[config.mk]
export PLATFORM = sky130hd
export DESIGN_NAME = swam_cell
export DESIGN_NICKNAME = d
export VERILOG_FILES = /design/src/hw/rtl/swam_pkg.sv /design/src/hw/rtl/swam_cell.sv
export SDC_FILE = /design/constraint.sdc
export NUM_CORES = 1
export LEC_CHECK = 0
export BUFFER_PORTS_ARGS = -buffer_cell sky130_fd_sc_hd__buf_4
export CORE_AREA = 2 2 120 122
export DETAILED_ROUTE_END_ITERATION = 8
export DIE_AREA = 0 0 122 124
export SYNTH_ARGS = -nofsm -noshare
export SYNTH_HDL_FRONTEND = slang
export SYNTH_SLANG_ARGS = --single-unit
[constraint.sdc]
create_clock -name clk -period 3.2 [get_ports clk]
set_input_delay 0.32 -clock clk [delete_from_list [all_inputs] [get_ports clk]]
set_output_delay 0.32 -clock clk [all_outputs]
set_load 0.02 [all_outputs]
[src/hw/rtl/swam_pkg.sv]
// ---------------------------------------------------------------------------
// swam_pkg
// Shared types and constants for the sliding window anagram matcher.
// ---------------------------------------------------------------------------
package swam_pkg;

    localparam int ALPHA_SIZE  = 26;
    localparam int LETTER_W    = 5;
    localparam int ACTION_W    = 2;
    localparam int MAX_PATTERN = 1024;
    localparam int CNT_W       = $clog2(MAX_PATTERN + 1);
    localparam int RING_AW     = $clog2(MAX_PATTERN);
    localparam int POS_W       = 32;
    localparam int IN_DATA_W   = 8;
    localparam int IN_USER_W   = 8;
    localparam int OUT_DATA_W  = 40;

    typedef enum logic [ACTION_W-1:0] {
        ACT_CLEAR   = 2'd0,
        ACT_PATTERN = 2'd1,
        ACT_RESTART = 2'd2,
        ACT_TEXT    = 2'd3
    } action_t;

    // one item travelling down the cell chain
    typedef struct packed {
        logic                valid;
        action_t             act;
        logic [LETTER_W-1:0] letter;
        logic [LETTER_W-1:0] drop_letter;
        logic                drop_valid;
        logic                upd;        // text item touches the counts
        logic                ok;         // window full and all cells so far agree
        logic [POS_W-1:0]    start;
        logic                ovf;
    } item_t;

endpackage

[src/hw/rtl/swam_cell.sv]
// ---------------------------------------------------------------------------
// swam_cell
// One letter of the alphabet: pattern and window counts, one chain stage.
// ---------------------------------------------------------------------------
module swam_cell (
    input  logic                          clk,
    input  logic                          rst_n,
    input  logic                          advance,
    input  logic [swam_pkg::LETTER_W-1:0] cell_id,
    input  swam_pkg::item_t               item_in,
    output swam_pkg::item_t               item_out
);
    import swam_pkg::*;

    logic [CNT_W-1:0] pcnt_reg, pcnt_next;
    logic [CNT_W-1:0] wcnt_reg, wcnt_next;
    item_t            item_reg, item_next;
    logic             inc, dec;

    assign inc = (item_in.letter == cell_id);
    assign dec = item_in.drop_valid && (item_in.drop_letter == cell_id) && (wcnt_reg != '0);

    always_comb
    begin
        pcnt_next = pcnt_reg;
        wcnt_next = wcnt_reg;
        item_next = item_in;
        if (item_in.valid)
        begin
            case (item_in.act)
                ACT_CLEAR:
                begin
                    pcnt_next = '0;
                    wcnt_next = '0;
                end
                ACT_PATTERN:
                begin
                    if (inc)
                    begin
                        pcnt_next = pcnt_reg + CNT_W'(1);
                    end
                    wcnt_next = '0;
                end
                ACT_RESTART:
                begin
                    wcnt_next = '0;
                end
                ACT_TEXT:
                begin
                    if (item_in.upd)
                    begin
                        wcnt_next = wcnt_reg + CNT_W'(inc) - CNT_W'(dec);
                    end
                    item_next.ok = item_in.ok && ((pcnt_reg == '0) || (wcnt_next == pcnt_reg));
                end
                default:
                begin
                    wcnt_next = wcnt_reg;
                end
            endcase
        end
    end

    always_ff @(posedge clk or negedge rst_n)
    begin
        if (!rst_n)
        begin
            pcnt_reg <= '0;
            wcnt_reg <= '0;
            item_reg <= '0;
        end
        else if (advance)
        begin
            pcnt_reg <= pcnt_next;
            wcnt_reg <= wcnt_next;
            item_reg <= item_next;
        end
    end

    assign item_out = item_reg;

endmodule
==> run summary <==
The run finished, with violations left. The checks that failed: negative setup slack. In the final layout, the share of cells above drive strength 1 is 0.4404. At the pin with the least slew margin, the transition time is 962.1 ps.

Along the worst path, the maximum fanout reaches 3. The placed instances occupy a cell area of 5271 µm². The number of hold-repair buffers added at the cts stage came out at 0. The weighted congestion reported at the end of routability-driven placement is 0.8847. The flip-flop count of the largest register, all copies and words added is 49.

The count of unique library cells instantiated by Yosys is 52. The total iterations of the first detailed-routing run is 4. For this block, the initial DRC count from the detailed router was 95. The wire-length estimate of the detail-placed layout is 7987 µm. The final number of max-transition violations is 0. The endpoint identified for the worst register-to-register timing path is item_out[33]$_DFFE_PN0P_. The final count of hold timing violations came out at 0. The global-route wire length before repair is 17080 µm. The commonest cells after synthesis are sky130_fd_sc_hd__dfrtp_1, sky130_fd_sc_hd__mux2_2, sky130_fd_sc_hd__xnor2_1.

The static leakage came out at 2.518 nW. The number of antenna violations at the first check in global routing came to 0. In the synthesized netlist the dominant register cell turns out to be sky130_fd_sc_hd__dfrtp_1.

The worst setup path is launched from a flip-flop. The number of warnings reported in the yosys synthesis log is 0. In this run the remaining antenna-violating nets after routing total 0. The fraction of the yosys area taken by sequential cells came out at 0.4375. Among the stages of the critical path, the cell type that occurs most often is sky130_fd_sc_hd__inv_2. The count of pins on the block boundary is 106.

The total track usage is 0.1439. The netlist area before placement is 4061 µm². Buffers placed on the I/O ports in this run total 105. The maximum frequency from static timing analysis came out at 271.9 MHz. The via density per instance is 4.809. For this run, asynchronously set or reset flops after synthesis account for 1.000. The required time of the critical path is 3430 ps.

The level count of the clock H-tree came out at 3. The total DRC errors in the routed layout came out at 0. The layout overhead on the synthesized area came out at 38.66%. The number of clock buffers inserted by TritonCTS came out at 9. Setup violations remaining at the end of the flow were counted as 2. The floorplan has 43 rows. TritonCTS built the clock tree. The post-route minimum period came out at 3678 ps. The effective utilization at floorplan came out at 0.2960. IR analysis of the VDD net gives a maximum drop of 0.2937 mV.

The routed design has 10670 µm of wire. For this run, the post-layout net count is 590. The most instantiated library cell after synthesis is sky130_fd_sc_hd__dfrtp_1.

The die outline area is 15130 µm². The share of the clock period used by the worst path is 1.149. Detailed routing inserted a total of 3366 vias. The slack of the worst reg-to-reg path is -480 ps.

The antenna diode count is 0. After layout, the worst setup slack is -478.1 ps. The critical path goes through inv_2 > ha_4 > nor4bb_2 > nand4_1 > nand3_1 > nor2_1 > ha_1 > inv_2 > ha_4 > inv_2 > fa_2 > nor2b_4 > o311a_1 > o311a_1 > nor4_2 > o21ai_2 > xnor2_1 > o41ai_2. By area the synthesized netlist is led by sky130_fd_sc_hd__dfrtp_1, sky130_fd_sc_hd__mux2_2, sky130_fd_sc_hd__xnor2_1, sky130_fd_sc_hd__ha_1, sky130_fd_sc_hd__o21ai_0.

The die width came out at 122 µm. After synthesis, the mean cell area works out to 10.58 µm². On the critical path, the stage with the largest delay is an instance of sky130_fd_sc_hd__o311a_1. The placeable core region is 13720 µm².

With fillers left out, the area of the finished cells amounts to 5632 µm². The top-area cell type share of the netlist area came out at 0.4375. In this design, the largest share of critical-path delay is due to compound AO/OA/AOI/OAI gates. The cell sitting at the root of the clock tree is a sky130_fd_sc_hd__clkbuf_16.

The worst relative slew slack is 0.3573. The arrival time of data at the critical path endpoint came out at 3910 ps. The number of buffers on the longest clock path is 2.

The number of cells on the worst reg-to-reg path is 18. The largest total area in the synthesized netlist belongs to sky130_fd_sc_hd__dfrtp_1. The post-synth net total is 459. After clock tree synthesis, the clock-pin slew on the worst setup and hold paths is 60 ps. The worst setup path is of the flip-flop to flip-flop kind.

Synthesis inferred 71 register bits. After technology mapping, the gate count stands at 384. The launch point of the worst reg-to-reg path is wcnt_reg[7]$_DFFE_PN0P_. The largest net degree at the start of global routing came out at 72.

The class of the worst hold path is input port to async pin. The later-pin clock latency in the skew report came out at 330 ps. The number of max-cap violations came out at 0. The count of buffering cells on the critical path with inverters included came out at 3.

The via count of the first global-routing pass came out at 3542. The total of fill cells in the finished design is 1354. The worst setup skew after layout came out at 6.572 ps.

STA classifies the critical path endpoint as a flip-flop. The average wire length per cell after detail routing is 15.24 µm. The power density over cell area is 534.3 nW/µm².

The number of synthesized flops with an enable pin is 0. Setup repair after global routing could not meet its margin everywhere. CTS saw 71 sinks. Setup total negative slack on the finished layout was measured at -903.4 ps. From bottom edge to top edge, the die measures 124 µm. On the worst path, the slowest cell contributes a delay of 390 ps.

After global routing the overflow that remains totals 0.
## per-layer routing
metal / vias to the layer above / wire (µm) / share of wire / GRT usage
met3: 20 / 526 / 0.049 / 0.03434
li1: 1630 / - / - / -
met2: 80 / 5334 / 0.50 / 0.2343
met4: 0 / 256 / 0.024 / 0.06322
met5: - / 0 / 0 / 0
met1: 1636 / 4552 / 0.43 / 0.1822
## stage by stage
stage                     power [mW]  setup WS (ps)  utilization  std cells  hold slack [ps]
after CTS                      3.042         -465.2       0.4086        699            157.3
final                          3.009         -478.1       0.4105        700            80.26
after detailed placement       1.917         -496.7       0.3842        682            496.7
after global placement         1.900         -326.1       0.3842        682            492.9
after floorplan                1.553         -206.9            -        384            24.41
after global routing           3.172         -657.0       0.4105        700            163.4
## kinds of logic (layout without fill, tap and decap cells)
family | count (synthesis) | in the layout | share of synthesized area
and+or+nand+nor | 95 | 95 | 0.1251
buffers and inverters | 44 | 180 | 0.04282
AOI/OAI and AO/OA | 68 | 68 | 0.1165
muxes | 53 | 53 | 0.1454
DFF | 71 | 71 | 0.4375
xor gates and xnor gates | 35 | 35 | 0.07548
adders and majority gates | 18 | 18 | 0.05730
## power breakdown
part | switching, mW | internal [mW]
sequential | 0.0475 | 0.975
combinational | 0.446 | 0.453
clock | 0.402 | 0.685
total | 0.896 | 2.11
## timing repair
action | 4_1_cts | 5_1_grt
hold endpoints to repair | 0 | 0
pin swaps | 2 | 8
setup buffers | 1 | 1
endpoints found under the setup margin | 2 | 2
resized for setup | 2 | 6
## layout make-up
| class | instances | area [µm²] | share of cell area |
|---|---|---|---|
| flip-flops and latches | 71 | 1777 | 0.3155 |
| clock inverters | 7 | 95.09 | 0.01689 |
| multi-input cells | 269 | 2161 | 0.3837 |
| well taps | 180 | 225.2 | 0.03999 |
| inverters | 22 | 82.58 | 0.01466 |
| repair buffers | 142 | 1066 | 0.1893 |
| clock buffers | 9 | 225.2 | 0.03999 |
## worst reg2reg max path, stage by stage (launching register included)
cell and delay [ps]:
sky130_fd_sc_hd__dfrtp_1 380, sky130_fd_sc_hd__inv_2 80, sky130_fd_sc_hd__ha_4 130, sky130_fd_sc_hd__nor4bb_2 260, sky130_fd_sc_hd__nand4_1 120, sky130_fd_sc_hd__nand3_1 90, sky130_fd_sc_hd__nor2_1 40, sky130_fd_sc_hd__ha_1 280
sky130_fd_sc_hd__inv_2 40, sky130_fd_sc_hd__ha_4 160, sky130_fd_sc_hd__inv_2 60, sky130_fd_sc_hd__fa_2 230, sky130_fd_sc_hd__nor2b_4 50, sky130_fd_sc_hd__o311a_1 380, sky130_fd_sc_hd__o311a_1 390, sky130_fd_sc_hd__nor4_2 320
sky130_fd_sc_hd__o21ai_2 100, sky130_fd_sc_hd__xnor2_1 150, sky130_fd_sc_hd__o41ai_2 320
## cells in the final DEF (no fill, tap or decap), types with 4 or more instances in the layout
cell type / n
sky130_fd_sc_hd__a21oi_1: 7
sky130_fd_sc_hd__buf_4: 142
sky130_fd_sc_hd__clkbuf_16: 9
sky130_fd_sc_hd__dfrtp_1: 71
sky130_fd_sc_hd__ha_1: 15
sky130_fd_sc_hd__inv_1: 17
sky130_fd_sc_hd__inv_2: 5
sky130_fd_sc_hd__mux2_2: 48
sky130_fd_sc_hd__mux2i_1: 5
sky130_fd_sc_hd__nand2_1: 21
sky130_fd_sc_hd__nand3_1: 9
sky130_fd_sc_hd__nand3b_1: 5
sky130_fd_sc_hd__nor2_1: 21
sky130_fd_sc_hd__nor2b_1: 5
sky130_fd_sc_hd__nor3_1: 7
sky130_fd_sc_hd__nor3b_1: 5
sky130_fd_sc_hd__o211ai_1: 5
sky130_fd_sc_hd__o21ai_0: 21
sky130_fd_sc_hd__or3_1: 4
sky130_fd_sc_hd__xnor2_1: 25
sky130_fd_sc_hd__xor2_1: 10
## worst max path at each step
stage                                        from                        to  slack (ps)  cells past startpoint
after floorplan           wcnt_reg[2]$_DFFE_PN0P_  item_out[33]$_DFFE_PN0P_        -210                     18
after global placement    wcnt_reg[3]$_DFFE_PN0P_  item_out[33]$_DFFE_PN0P_        -330                     18
after detailed placement  wcnt_reg[3]$_DFFE_PN0P_  item_out[33]$_DFFE_PN0P_        -500                     16
after CTS                 wcnt_reg[6]$_DFFE_PN0P_  item_out[33]$_DFFE_PN0P_        -470                     18
after global routing      wcnt_reg[7]$_DFFE_PN0P_  item_out[33]$_DFFE_PN0P_        -660                     18
final                     wcnt_reg[7]$_DFFE_PN0P_  item_out[33]$_DFFE_PN0P_        -480                     18
Power figures use the tool's default switching activity.
